[config.mk]
export PLATFORM = sky130hd
export DESIGN_NAME = accp_scale
export DESIGN_NICKNAME = d
export VERILOG_FILES = /design/src/rtl/core/accp_pkg.sv /design/src/rtl/core/accp_scale.sv
export SDC_FILE = /design/constraint.sdc
export NUM_CORES = 1
export LEC_CHECK = 0
export ABC_AREA = 1
export BUFFER_PORTS_ARGS = -buffer_cell sky130_fd_sc_hd__buf_2
export CAP_MARGIN = 0
export CORE_ASPECT_RATIO = 1.4
export CORE_MARGIN = 2
export CORE_UTILIZATION = 44
export CTS_CLUSTER_DIAMETER = 50
export DETAILED_ROUTE_END_ITERATION = 8
export PLACE_DENSITY = 0.65
export SYNTH_ARGS = -nofsm -noshare
export SYNTH_HDL_FRONTEND = slang
export SYNTH_SLANG_ARGS = --single-unit
[constraint.sdc]
create_clock -name clk -period 11.1 [get_ports clk]
set_input_delay 2.22 -clock clk [delete_from_list [all_inputs] [get_ports clk]]
set_output_delay 2.22 -clock clk [all_outputs]
set_load 0.05 [all_outputs]
[src/rtl/core/accp_pkg.sv]
// ----------------------------------------------------------------------------
// accp_pkg
// Shared widths, constants and types for the accelerometer pitch pipeline.
// ----------------------------------------------------------------------------
`default_nettype none

package accp_pkg;

  localparam int IN_W            = 16;             // raw sample field width
  localparam int SQ_W            = 32;             // x*x + z*z
  localparam int FRAC_SH         = 16;             // radicand shift, gives Q8 root
  localparam int RAD_W           = SQ_W + FRAC_SH; // radicand width
  localparam int ROOT_W          = RAD_W / 2;      // Q8 horizontal magnitude
  localparam int REM_W           = ROOT_W + 2;     // root remainder
  localparam int Y_FRAC          = 8;              // y aligned to Q8
  localparam int CX_W            = ROOT_W + 3;     // CORDIC x/y with gain headroom
  localparam int ANG_W           = 19;             // Q16 radians, signed
  localparam int ANGLE_TABLE_LEN = 24;
  localparam int CORDIC_STEPS_DEF = 16;
  localparam int RTD_W           = 22;
  localparam logic [RTD_W-1:0] RAD_TO_DEG_Q16 = 22'd3754937;
  localparam int PROD_W          = ANG_W + RTD_W;
  localparam int DEG_SHIFT       = 32;
  localparam int DEG_W           = 8;
  localparam int DEG_LIMIT       = 90;

  // data carried alongside the arithmetic for the special cases
  typedef struct packed {
    logic signed [IN_W-1:0] y;
    logic                   h_zero;  // x and z both zero
  } accp_side_t;

  // atan(2^-i) in radians, Q16
  function automatic logic signed [ANG_W-1:0] atan_q16(input int i);
    logic signed [ANG_W-1:0] a;
    case (i)
      0:  a = 19'sd51472;
      1:  a = 19'sd30385;
      2:  a = 19'sd16055;
      3:  a = 19'sd8150;
      4:  a = 19'sd4091;
      5:  a = 19'sd2047;
      6:  a = 19'sd1024;
      7:  a = 19'sd512;
      8:  a = 19'sd256;
      9:  a = 19'sd128;
      10: a = 19'sd64;
      11: a = 19'sd32;
      12: a = 19'sd16;
      13: a = 19'sd8;
      14: a = 19'sd4;
      15: a = 19'sd2;
      16: a = 19'sd1;
      default: a = '0;
    endcase
    return a;
  endfunction

endpackage

`default_nettype wire

[src/rtl/core/accp_scale.sv]
// ----------------------------------------------------------------------------
// accp_scale
// Radians to whole degrees: |angle| times 180/pi in Q16, truncate, clamp,
// restore sign, and resolve the zero-y and vertical cases. Output register.
// ----------------------------------------------------------------------------
`default_nettype none

module accp_scale (
  input  wire logic                             clk,
  input  wire logic                             rst_n,
  input  wire logic                             en,
  input  wire logic                             an_valid,
  input  wire logic signed [accp_pkg::ANG_W-1:0] an_angle,
  input  wire accp_pkg::accp_side_t             an_side,
  output logic                                  out_valid,
  output logic signed [accp_pkg::DEG_W-1:0]     out_deg
);
  import accp_pkg::*;

  localparam int DEGF_W = PROD_W - DEG_SHIFT;

  logic [ANG_W-1:0]        ang_abs;
  logic [PROD_W-1:0]       prod;
  logic [DEGF_W-1:0]       deg_full;
  logic [DEG_W-1:0]        deg_mag;
  logic signed [DEG_W-1:0] deg_nxt;

  logic                    v1_r;
  logic [PROD_W-1:0]       prod_r;
  logic                    neg_r;
  accp_side_t              side1_r;
  logic                    v2_r;
  logic signed [DEG_W-1:0] deg_r;

  always_comb begin
    ang_abs = an_angle[ANG_W-1] ? ANG_W'(-an_angle) : an_angle;
    prod    = PROD_W'(ang_abs) * PROD_W'(RAD_TO_DEG_Q16);
  end

  always_comb begin
    deg_full = prod_r[PROD_W-1:DEG_SHIFT];
    if (deg_full > DEGF_W'(DEG_LIMIT)) begin
      deg_mag = DEG_W'(DEG_LIMIT);
    end else begin
      deg_mag = deg_full[DEG_W-1:0];
    end
    if (side1_r.y == '0) begin
      deg_nxt = '0;
    end else if (side1_r.h_zero) begin
      deg_nxt = side1_r.y[IN_W-1] ? -DEG_W'(DEG_LIMIT) : DEG_W'(DEG_LIMIT);
    end else begin
      deg_nxt = neg_r ? -deg_mag : deg_mag;
    end
  end

  always_ff @(posedge clk) begin
    if (!rst_n) begin
      v1_r <= 1'b0;
      v2_r <= 1'b0;
    end else if (en) begin
      v1_r <= an_valid;
      v2_r <= v1_r;
    end
  end

  always_ff @(posedge clk) begin
    if (en) begin
      prod_r  <= prod;
      neg_r   <= an_angle[ANG_W-1];
      side1_r <= an_side;
      deg_r   <= deg_nxt;
    end
  end

  assign out_valid = v2_r;
  assign out_deg   = deg_r;

endmodule

`default_nettype wire

# [Word level (Yosys, flattened, before mapping)]
# Cells that the tools add are included.
[classes] n_mux=5 multipliers=1 addsub=2 n_div=0 n_lt_le_gt_ge=1 eq_ne=0 reduce_logical=1 n_bitwise=0 shifts=0
[ops] operator="19-bit by 22-bit multiplier with 41-bit output (second input constant)" count=1
[ops] operator="8-bit two-way mux" count=4
[ops] operator="19-bit two-way mux" count=1
[ops] operator="19-bit negator" count=1
[ops] operator="16-bit logical NOT" count=1
[ops] operator="9-bit by 7-bit > comparator with 1-bit output (second input constant)" count=1
[ops] operator="8-bit negator" count=1
[totals] input_bits=40 latchBits=0 mem_bits_ro=0 ramBits=0 ff_bits=69 word_cells=17 out_inout_bits=9 memories=0

# [Logic depth before layout (Yosys ltp)]
# Gate-level depths: netlist of run 1.
[depth] word_depth=5 ltp_mapped=33 depth_no_buf=33

# [Worst setup path before layout of run 1]
# OpenSTA, ideal clock, no wires.
[synth_timing] path_kind="input to register" start="input an_angle[0] (netlist bit)" end="register prod_r[39] (data pin)" n_path_buf=0 cell_stages=25 setup_ns=0.253 required_ns=10.847 path_slack_ns=2.512 t_arrival_ns=8.335 path_cell_list="inv_2 ha_1 nand3_2 nor2_2 nand2_2 nor3_2 nand3b_1 nor4_1 fa_1 fa_1 inv_1 fa_1 fa_1 fa_1 inv_1 fa_1 inv_1 ha_1 nand2_1 nor2_1 nand2_1 nor3_1 nand4_1 nand4_1 nand2_1"
[synth_via] elab_chain_cells=3
[synth_rtl] item="start, declared" line_no="accp_scale.sv:13" text="input wire logic signed [accp_pkg::ANG_W-1:0] an_angle,"
[synth_rtl] item="19-bit negator" line_no="accp_scale.sv:36" text="ang_abs = an_angle[ANG_W-1] ? ANG_W'(-an_angle) : an_angle;"
[synth_rtl] item="19-bit two-way mux (*)" line_no="accp_scale.sv:36"
[synth_rtl] item="19-bit by 22-bit multiplier with 41-bit output (*)" line_no="accp_scale.sv:37" text="prod = PROD_W'(ang_abs) * PROD_W'(RAD_TO_DEG_Q16);"
[synth_rtl] item="net prod[39]" line_no="accp_scale.sv:23" text="logic [PROD_W-1:0] prod;"
[synth_rtl] item="end signal, assigned" line_no="accp_scale.sv:68" text="prod_r <= prod;"
[synth_rtl] item="end, declared" line_no="accp_scale.sv:29" text="logic [PROD_W-1:0] prod_r;"
# Mark *: on every way through the listed nets, which the timed path passes. The rest lies on a longest branch.
# A chain may end at the register's enable or synchronous reset.

# [Final worst setup path of run 1]
[layout_timing] start="input an_angle[0] (netlist bit)" end="register prod_r[32] (data pin)"
# Same word-level chain as after synthesis.

==> results of run 1 <==
[cell usage in the layout, fill, tap and decap left out, drive strengths merged, types with 5 or more instances in the layout]
master	Yosys	final
edfxtp	35	35
clkbuf	0	7
xor2	19	19
nor2	82	82
nand3	37	37
o21ai	22	22
buf	3	52
o21bai	5	5
a21oi	42	42
nand2	195	195
nor3	9	9
fa	160	160
nor4	9	9
nand4	9	9
ha	171	171
inv	335	335
[through the flow]
stage	hold slack, ps	cell area (sq um)	std cells
after floorplan	448.2	9828	1149
after global placement	464.2	10460	1495
after detailed placement	490.5	10460	1495
after CTS	497.6	10630	1503
after global routing	539.2	10630	1503
final	491.1	10630	1503
[cell families after synthesis]
logic type               after synthesis  synth area share, %
AO/OA/AOI/OAI                         73                3.985
adder cells (fa/ha/maj)              331                54.36
AND/OR/NAND/NOR                      348                15.28
XOR/XNOR                              22                2.266
flip-flops                            37                11.10
buffers and inverters                338                13.01
[sequential cells by signal (all words and copies together) (netlist names)]
signal     count
side1_r       17
neg_r          1
prod_r         9
out_deg        8
v1_r           1
out_valid      1
[layout make-up]
class	count	area share, %
timing repair buffer	52	2.543
tap	297	3.497
sequential	37	10.27
multi-input combinational	774	70.24
inverter	335	11.83
clock inverter	1	0.2826
clock buffer	7	1.342
[per-layer routing]
metal | part of all wire, % | global-route usage, % | up-vias | wire length [um]
met4 | 4.8 | 9.462 | 0 | 1186
met5 | 0 | 0 | - | 0
met1 | 40 | 25.82 | 3509 | 9849
met3 | 4.5 | 3.228 | 57 | 1117
met2 | 51 | 41.07 | 193 | 12760
li1 | - | - | 3583 | -
[critical path, cell delays in order]
cell and delay [ps]:
buf_2 160, inv_2 230, ha_1 230, nand3_2 100
nor2_2 100, nand2_2 70, nor3_2 160, nand3b_1 160
nor4_2 690, fa_1 580, fa_1 640, inv_1 80
fa_1 500, fa_1 520, fa_1 540, inv_1 50
fa_1 520, inv_1 40, ha_1 330, nand2_1 80
nor2_1 230, nand2_1 90, inv_1 70, nand4_1 90
nand3_1 200, nand2_1 100, nand3_1 90, nand2_1 60
[path summary, 6_finish.rpt]
check | startpoint | endpoint | slack, ps | cells past startpoint
min | v1_r | out_valid | 490 | 2
max | an_angle[0] | prod_r[32] | 2210 | 28
max reg2reg | prod_r[40] | out_deg[6] | 8990 | 15
min reg2reg | v1_r | out_valid | 490 | 2
==> flow_summary.toml, run 1 <==
[status]
status = "completed"

[routing]
drc = 0
ant_nets = 0
wl_per_cell_um = 16.57
drtIter0Drc = 410
vias = 7342
drt-vias-per-instance = 4.885
firstDrtPassIters = 5
finalWirelength_mm = 24.91

[clocking]
cts_root_buffer = "clkbuf_16"
post_cts_resized = 0
cts_sinks = 37
cts_tree = "built"
clk_pin_slew_ps = 50
hold_buffers = 0
cts_max_level = 2
cts_setup_buffers = 0
numCtsBuffers = 5
worst_skew_pair.late_latency_ps = 280
clockBufferDepth = 2

[floorplanning]
ios = 49
coreArea_sq_um = 21860
die_area_sq_um = 23560
fp.dieW_um = 130.3
fp.dieH_um = 180.8
start_util_pct = 44.96
num_rows = 64

[global_route]
grt_pass1_vias = 7964
grt_start_max_net_pins = 39
antenna_found_initial = 0
track_usage_pct = 22.52
grt_pass1_wl_mm = 40.62
grt_remaining_overflow = 0

[synthesis]
synthArstFlopShare_pct = 0
syn_area_sq_um = 9828
synth_top_area_share_pct = 32.59
synth_top_area_cell = "fa_1"
ys_seq_elements = 37
ys_warn_count = 0
synth_edf_count = 35
ys_dominant_reg_cell = "edfxtp_1"
avgSynthCellArea_sq_um = 8.554
ys_top_cells_by_area = "fa_1, ha_1, inv_1, edfxtp_1, nand2_1"
yosys.cell_types.count = 33
syn_inst = 1149
ys_seq_area_share_pct = 11.10
yosysMostFrequentCell = "inv_1"
synthTopCellsByCount = "inv_1, nand2_1, ha_1"
synth_nets = 1520

[sta]
maxSlewViolCount = 0
hold_viol_final = 0
worstMarginPinSlew_ps = 1005
finClkSkew_ps = 1.819
setup_violations = 0
period_share_pct = 80.14
max_freq_mhz = 112.4
rsz0062_at_grt = "no"
final.min_clock_period_ps = 8895
fin_ws_ps = 2205
max-slew-margin-rel_pct = 32.76
fin_setup_tns_ps = 0

[layout]
final_core_util_pct = 48.61
fin_nets = 1576
diodes = 0
seq_area_sq_um = 1091
fill_cells = 2142
multi_input_area_sq_um = 7465
area_growth_syn_to_layout_pct = 8.135
drive_gt1_share_pct = 8.043

[placement]
globalplace.congestion = 1.005
portBuffers = 48
dp_hpwl_mm = 22.52
post-place-ws_ps = 1877

[worst_setup_path]
start_kind = "primary input"
cp.arrival_ps = 8930
crit_fanout = 8
crit_path_end_kind = "flip-flop"
path_class = "in -> reg"
cp.required_ps = 11130

[flow_run]
cap_violations = 0

[min_path]
hold_path_class = "reg -> reg"
Power of run 1 is not shown: default switching activity piles up to over one toggle a cycle in this logic, so the estimate is an artifact.
==> run 2: changes to the inputs <==
==> constraint.sdc (replaced) <==
create_clock -name clk -period 8.8 [get_ports clk]
set_input_delay 1.76 -clock clk [delete_from_list [all_inputs] [get_ports clk]]
set_output_delay 1.76 -clock clk [all_outputs]
set_load 0.05 [all_outputs]
==> run 2 against run 1 <==
Net effect: flip-flop and latch count unchanged; routed wire length fell by 2.3%; die area stayed put; worst setup slack got worse by 1500 ps; global-route usage is 0.39 points lower; critical path depth grew 1; hold slack worse by 8.3 ps; sequential share of layout area decreased by 0.060 points; final cell count is 0.60% higher; design area is 0.59% higher; non-clock buffer count is 9 higher; clock skew up 2.8 ps; largest cell class unchanged.
==> flow_summary.toml, run 2 (synthesized netlist as in run 1, its figures left out) <==
[routing]
ant_nets = 0
wl_per_cell_um = 16.10
drtIter0Drc = 271
firstDrtPassIters = 5
drc = 0
drt-vias-per-instance = 4.806
vias = 7267
finalWirelength_mm = 24.34

[worst_setup_path]
crit_path_end_kind = "flip-flop"
cp.arrival_ps = 8160
cp.required_ps = 8840
crit_fanout = 8
cp.buffers_inverters = 7
cp_slowest_cell = "a21oi_1"
path_class = "in -> reg"
start_kind = "primary input"
cpPeakStageDelay_ps = 600
cp_top_family = "adder cells"

[clocking]
numCtsBuffers = 5
worst_skew_pair.late_latency_ps = 280
clk_pin_slew_ps = 60
cts_setup_buffers = 0
cts_tree = "built"
cts_root_buffer = "clkbuf_16"
cts_sinks = 37
clockBufferDepth = 2
cts_max_level = 2
hold_buffers = 0
post_cts_resized = 0

[layout]
drive_gt1_share_pct = 8.724
seq_area_sq_um = 1091
layout_commonest_cell = "inv_1"
fin_area_sq_um = 10690
area_growth_syn_to_layout_pct = 8.772
largest_reg_flops = 17
fill_cells = 2119
final_core_util_pct = 48.90
largest_register = "side1_r"
fin_nets = 1585
diodes = 0
layout_common_cells = "inv_1, nand2_1, ha_1, fa_1, nor2_1"
multi_input_area_sq_um = 7465

[sta]
maxSlewViolCount = 0
final.min_clock_period_ps = 8118
max-slew-margin-rel_pct = 46.40
finClkSkew_ps = 4.656
setup_violations = 0
rsz0062_at_grt = "no"
period_share_pct = 92.25
fin_setup_tns_ps = 0
max_freq_mhz = 123.2
worstMarginPinSlew_ps = 804.1
hold_viol_final = 0

[global_route]
track_usage_pct = 22.13
antenna_found_initial = 0
grt_pass1_wl_mm = 39.77
grt_start_max_net_pins = 39
grt_pass1_vias = 7845
grt_remaining_overflow = 0

[floorplanning]
fp.dieH_um = 180.8
ios = 49
coreArea_sq_um = 21860
die_area_sq_um = 23560
start_util_pct = 44.96
num_rows = 64
fp.dieW_um = 130.3

[min_path]
hold_path_class = "reg -> reg"

[status]
status = "completed"

[placement]
portBuffers = 48
globalplace.congestion = 0.9754
dp_hpwl_mm = 22.29
dpl_cell_area_sq_um = 10520

[flow_run]
cap_violations = 0
run 2: cell count changes in the layout (fill, tap and decap cells not counted):
cell | before | now
buf_4 | 4 | 13
clkbuf_8 | 1 | 0
clkinv_4 | 0 | 1
run 2: metrics by stage:
step                std cells  hold slack, ps  worst slack [ps]
CTS                      1512           482.9             658.8
floorplan                1149           448.2             672.2
global placement         1504           457.0             413.5
finish                   1512           482.8             682.1
detailed placement       1504           468.4             353.9
global route             1512           520.8             326.4
run 2: layout make-up:
cell class,count,area share (%)
clock buffers,6,1.206
clock inverters,2,0.3628
inverters,335,11.76
multi-input cells,774,69.83
flip-flops and latches,37,10.21
well taps,297,3.476
repair buffers,61,3.160
run 2: final timing paths:
path                             startpoint    endpoint  slack, ps  cells after the start
worst max-delay path            an_angle[0]  prod_r[32]        680                     29
worst min-delay path                   v1_r   out_valid        480                      2
worst max register to register   prod_r[40]  out_deg[6]       6690                     15
worst min register to register         v1_r   out_valid        480                      2
run 2: worst min-delay path, cell delays in order (launching register included):
cell and delay [ps]:
dfxtp_1 320, nor2_1 50, nor2_1 80
run 2: per-layer routing:
layer  routed length (um)  track usage (%)
met1                 9883            26.70
met2                12550            40.59
met3                  937            2.073
met4                  963            7.398
met5                    0                0
Power of run 2 is left out for the same reason.
==> run 3: changes to the inputs <==
--- a/config.mk
+++ b/config.mk
@@ -5,15 +5,15 @@
 export SDC_FILE = /design/constraint.sdc
 export NUM_CORES = 1
 export LEC_CHECK = 0
-export ABC_AREA = 1
 export BUFFER_PORTS_ARGS = -buffer_cell sky130_fd_sc_hd__buf_2
 export CAP_MARGIN = 0
 export CORE_ASPECT_RATIO = 1.4
 export CORE_MARGIN = 2
-export CORE_UTILIZATION = 44
+export CORE_UTILIZATION = 38
 export CTS_CLUSTER_DIAMETER = 50
 export DETAILED_ROUTE_END_ITERATION = 8
-export PLACE_DENSITY = 0.65
+export GPL_ROUTABILITY_DRIVEN = 1
+export PLACE_DENSITY = 0.59
 export SYNTH_ARGS = -nofsm -noshare
 export SYNTH_HDL_FRONTEND = slang
 export SYNTH_SLANG_ARGS = --single-unit
==> run 3 against run 2 <==
Net effect: worst setup slack worse by 220 ps; sequential share of layout area is 0.55 points higher; area after synthesis is 6.3% lower; hold slack better by 56 ps; utilization is 6.4 points lower; clock skew hardly changed; highest routed layer unchanged; flip-flop and latch count stayed put; register-to-register slack worse by 430 ps.
==> flow_summary.toml, run 3 <==
[status]
status = "completed"

[synthesis]
syn_area_sq_um = 9211
ys_top_cells_by_area = "fa_1, ha_1, edfxtp_1, inv_1, xnor2_1"
synth_top_area_share_pct = 34.77
syn_inst = 919
yosys.cell_types.count = 61
ys_dominant_reg_cell = "edfxtp_1"
ys_warn_count = 0
synth_top_area_cell = "fa_1"
ys_seq_elements = 37
synthTopCellsByCount = "inv_1, ha_1, fa_1"
ys_seq_area_share_pct = 11.84
synth_nets = 1290
yosysMostFrequentCell = "inv_1"
synthArstFlopShare_pct = 0
synth_edf_count = 35
avgSynthCellArea_sq_um = 10.02

[layout]
layout_common_cells = "inv_1, ha_1, fa_1, buf_2, edfxtp_1"
largest_register = "side1_r"
diodes = 0
area_growth_syn_to_layout_pct = 10.12
layout_commonest_cell = "inv_1"
largest_reg_flops = 17
drive_gt1_share_pct = 9.331
fin_nets = 1356

[worst_setup_path]
path_class = "in -> reg"
r2r_end = "out_deg[6]"
cp_top_family = "adder cells"
cp_slowest_cell = "fa_1"
worst_r2r_path_depth = 10
worstReg2RegStart = "prod_r[34]"
crit_top_cell = "fa_1"
cpPeakStageDelay_ps = 560
worstPathCellList = "buf_2 > nor4_1 > nand4_1 > nand2b_1 > o31ai_1 > xnor2_1 > inv_2 > fa_1 > inv_1 > fa_1 > inv_1 > fa_1 > fa_1 > fa_1 > fa_1 > inv_1 > ha_1 > nand4_2 > nor4_4 > nand3_1 > o221ai_2 > nor4_1 > a211o_1"
ff2ff_setup_slack_ps = 6260
crit_fanout = 6
start_kind = "primary input"
cp.buffers_inverters = 5
cp.arrival_ps = 8360
cp.required_ps = 8830
crit_path_end_kind = "flip-flop"

[routing]
wl_per_cell_um = 17.39
drtIter0Drc = 249
drt-vias-per-instance = 4.941
ant_nets = 0
drc = 0
firstDrtPassIters = 4
finalWirelength_mm = 22.54
vias = 6403

[sta]
setup_violations = 0
fin_setup_tns_ps = 0
max-slew-margin-rel_pct = 29.52
period_share_pct = 94.70
hold_viol_final = 0
max_freq_mhz = 120.0
maxSlewViolCount = 0
rsz0062_at_grt = "no"
final.min_clock_period_ps = 8333
finClkSkew_ps = 5.013
worstMarginPinSlew_ps = 1050

[global_route]
grt_pass1_vias = 7026
grt_pass1_wl_mm = 36.41
track_usage_pct = 18.54
antenna_found_initial = 0
grt_start_max_net_pins = 38
grt_remaining_overflow = 0

[min_path]
holdCritStartpoint = "v1_r"
holdPathEnd = "v1_r"
hold_path_class = "reg -> reg"
hold-path-cell-count = 2

[floorplanning]
num_rows = 67
fp.dieW_um = 135.6
die_area_sq_um = 25520
ios = 49
start_util_pct = 38.55
coreArea_sq_um = 23890
fp.dieH_um = 188.2

[clocking]
cts_max_level = 2
cts_root_buffer = "clkbuf_16"
numCtsBuffers = 5
cts_sinks = 37
cts_setup_buffers = 0
cts_tree = "built"
clk_pin_slew_ps = 50
hold_buffers = 0
clockBufferDepth = 2
worst_skew_pair.late_latency_ps = 280
post_cts_resized = 0

[placement]
portBuffers = 48
globalplace.congestion = 0.9016
dp_hpwl_mm = 20.89

[flow_run]
cap_violations = 0
## run 3: cell count changes after synthesis, moves of 7 or more
cell,before,now
nand2_1,188,33
inv_1,327,261
nor2_1,74,25
xnor2_1,3,22
nand3_1,35,17
xor2_1,15,5
a211oi_1,0,8
a21oi_1,41,33
nor2_2,8,0
nand2_2,7,0
## run 3: tightest hold or removal path, cell delays in order (launching register included)
cell     delay (ps)
dfxtp_1         330
mux2i_1          70
nor2b_1         100
## run 3: logic make-up (layout without fill, tap and decap cells)
logic type	after synthesis	in the layout	synth area share, %
fa+ha+maj	331	331	58.00
buf+inv	270	337	11.08
simple gates	129	129	7.186
compound gates	121	121	8.856
flops	37	37	11.84
xor+xnor	27	27	2.567
mux	4	4	0.4618
## run 3: worst max path at each step
stage / end / from / cells past startpoint / slack [ps]
floorplan: prod_r[37] / an_angle[0] / 21 / 150
global placement: prod_r[38] / an_angle[6] / 23 / 270
detailed placement: prod_r[38] / an_angle[6] / 23 / 90
CTS: prod_r[38] / an_angle[6] / 23 / 380
global route: prod_r[37] / an_angle[6] / 23 / 20
finish: prod_r[37] / an_angle[6] / 23 / 470
## run 3: layer usage
metal / routed length, um / vias to the layer above / GRT usage [%]
met1: 8685 / 3166 / 21.86
li1: - / 3091 / -
met2: 12480 / 110 / 35.64
met5: 0 / - / 0
met4: 662 / 0 / 5.008
met3: 716 / 36 / 1.291
## run 3: stage by stage
| stage | std cells | area, sq um | setup WS, ps | hold slack (ps) | util (%) |
|---|---|---|---|---|---|
| 2_1_floorplan | 919 | 9211 | 146.9 | 482.4 | - |
| 3_3_place_gp | 1288 | 9947 | 268.2 | 503.7 | 41.63 |
| 3_5_place_dp | 1288 | 9947 | 89.16 | 520.0 | 41.63 |
| 4_1_cts | 1296 | 10140 | 375.8 | 540.4 | 42.43 |
| 5_1_grt | 1296 | 10140 | 22.95 | 571.0 | 42.46 |
| 6_report | 1296 | 10140 | 466.8 | 539.3 | 42.46 |
## run 3: cell type report
| class | count | area, sq um |
|---|---|---|
| clock buffer | 5 | 125.1 |
| sequential | 37 | 1091 |
| fill | 2408 | 13750 |
| timing repair buffer | 66 | 375.4 |
| tap | 310 | 387.9 |
| multi-input combinational | 612 | 7112 |
| inverter | 263 | 987.2 |
| clock inverter | 3 | 65.06 |
Power of run 3 is left out for the same reason.
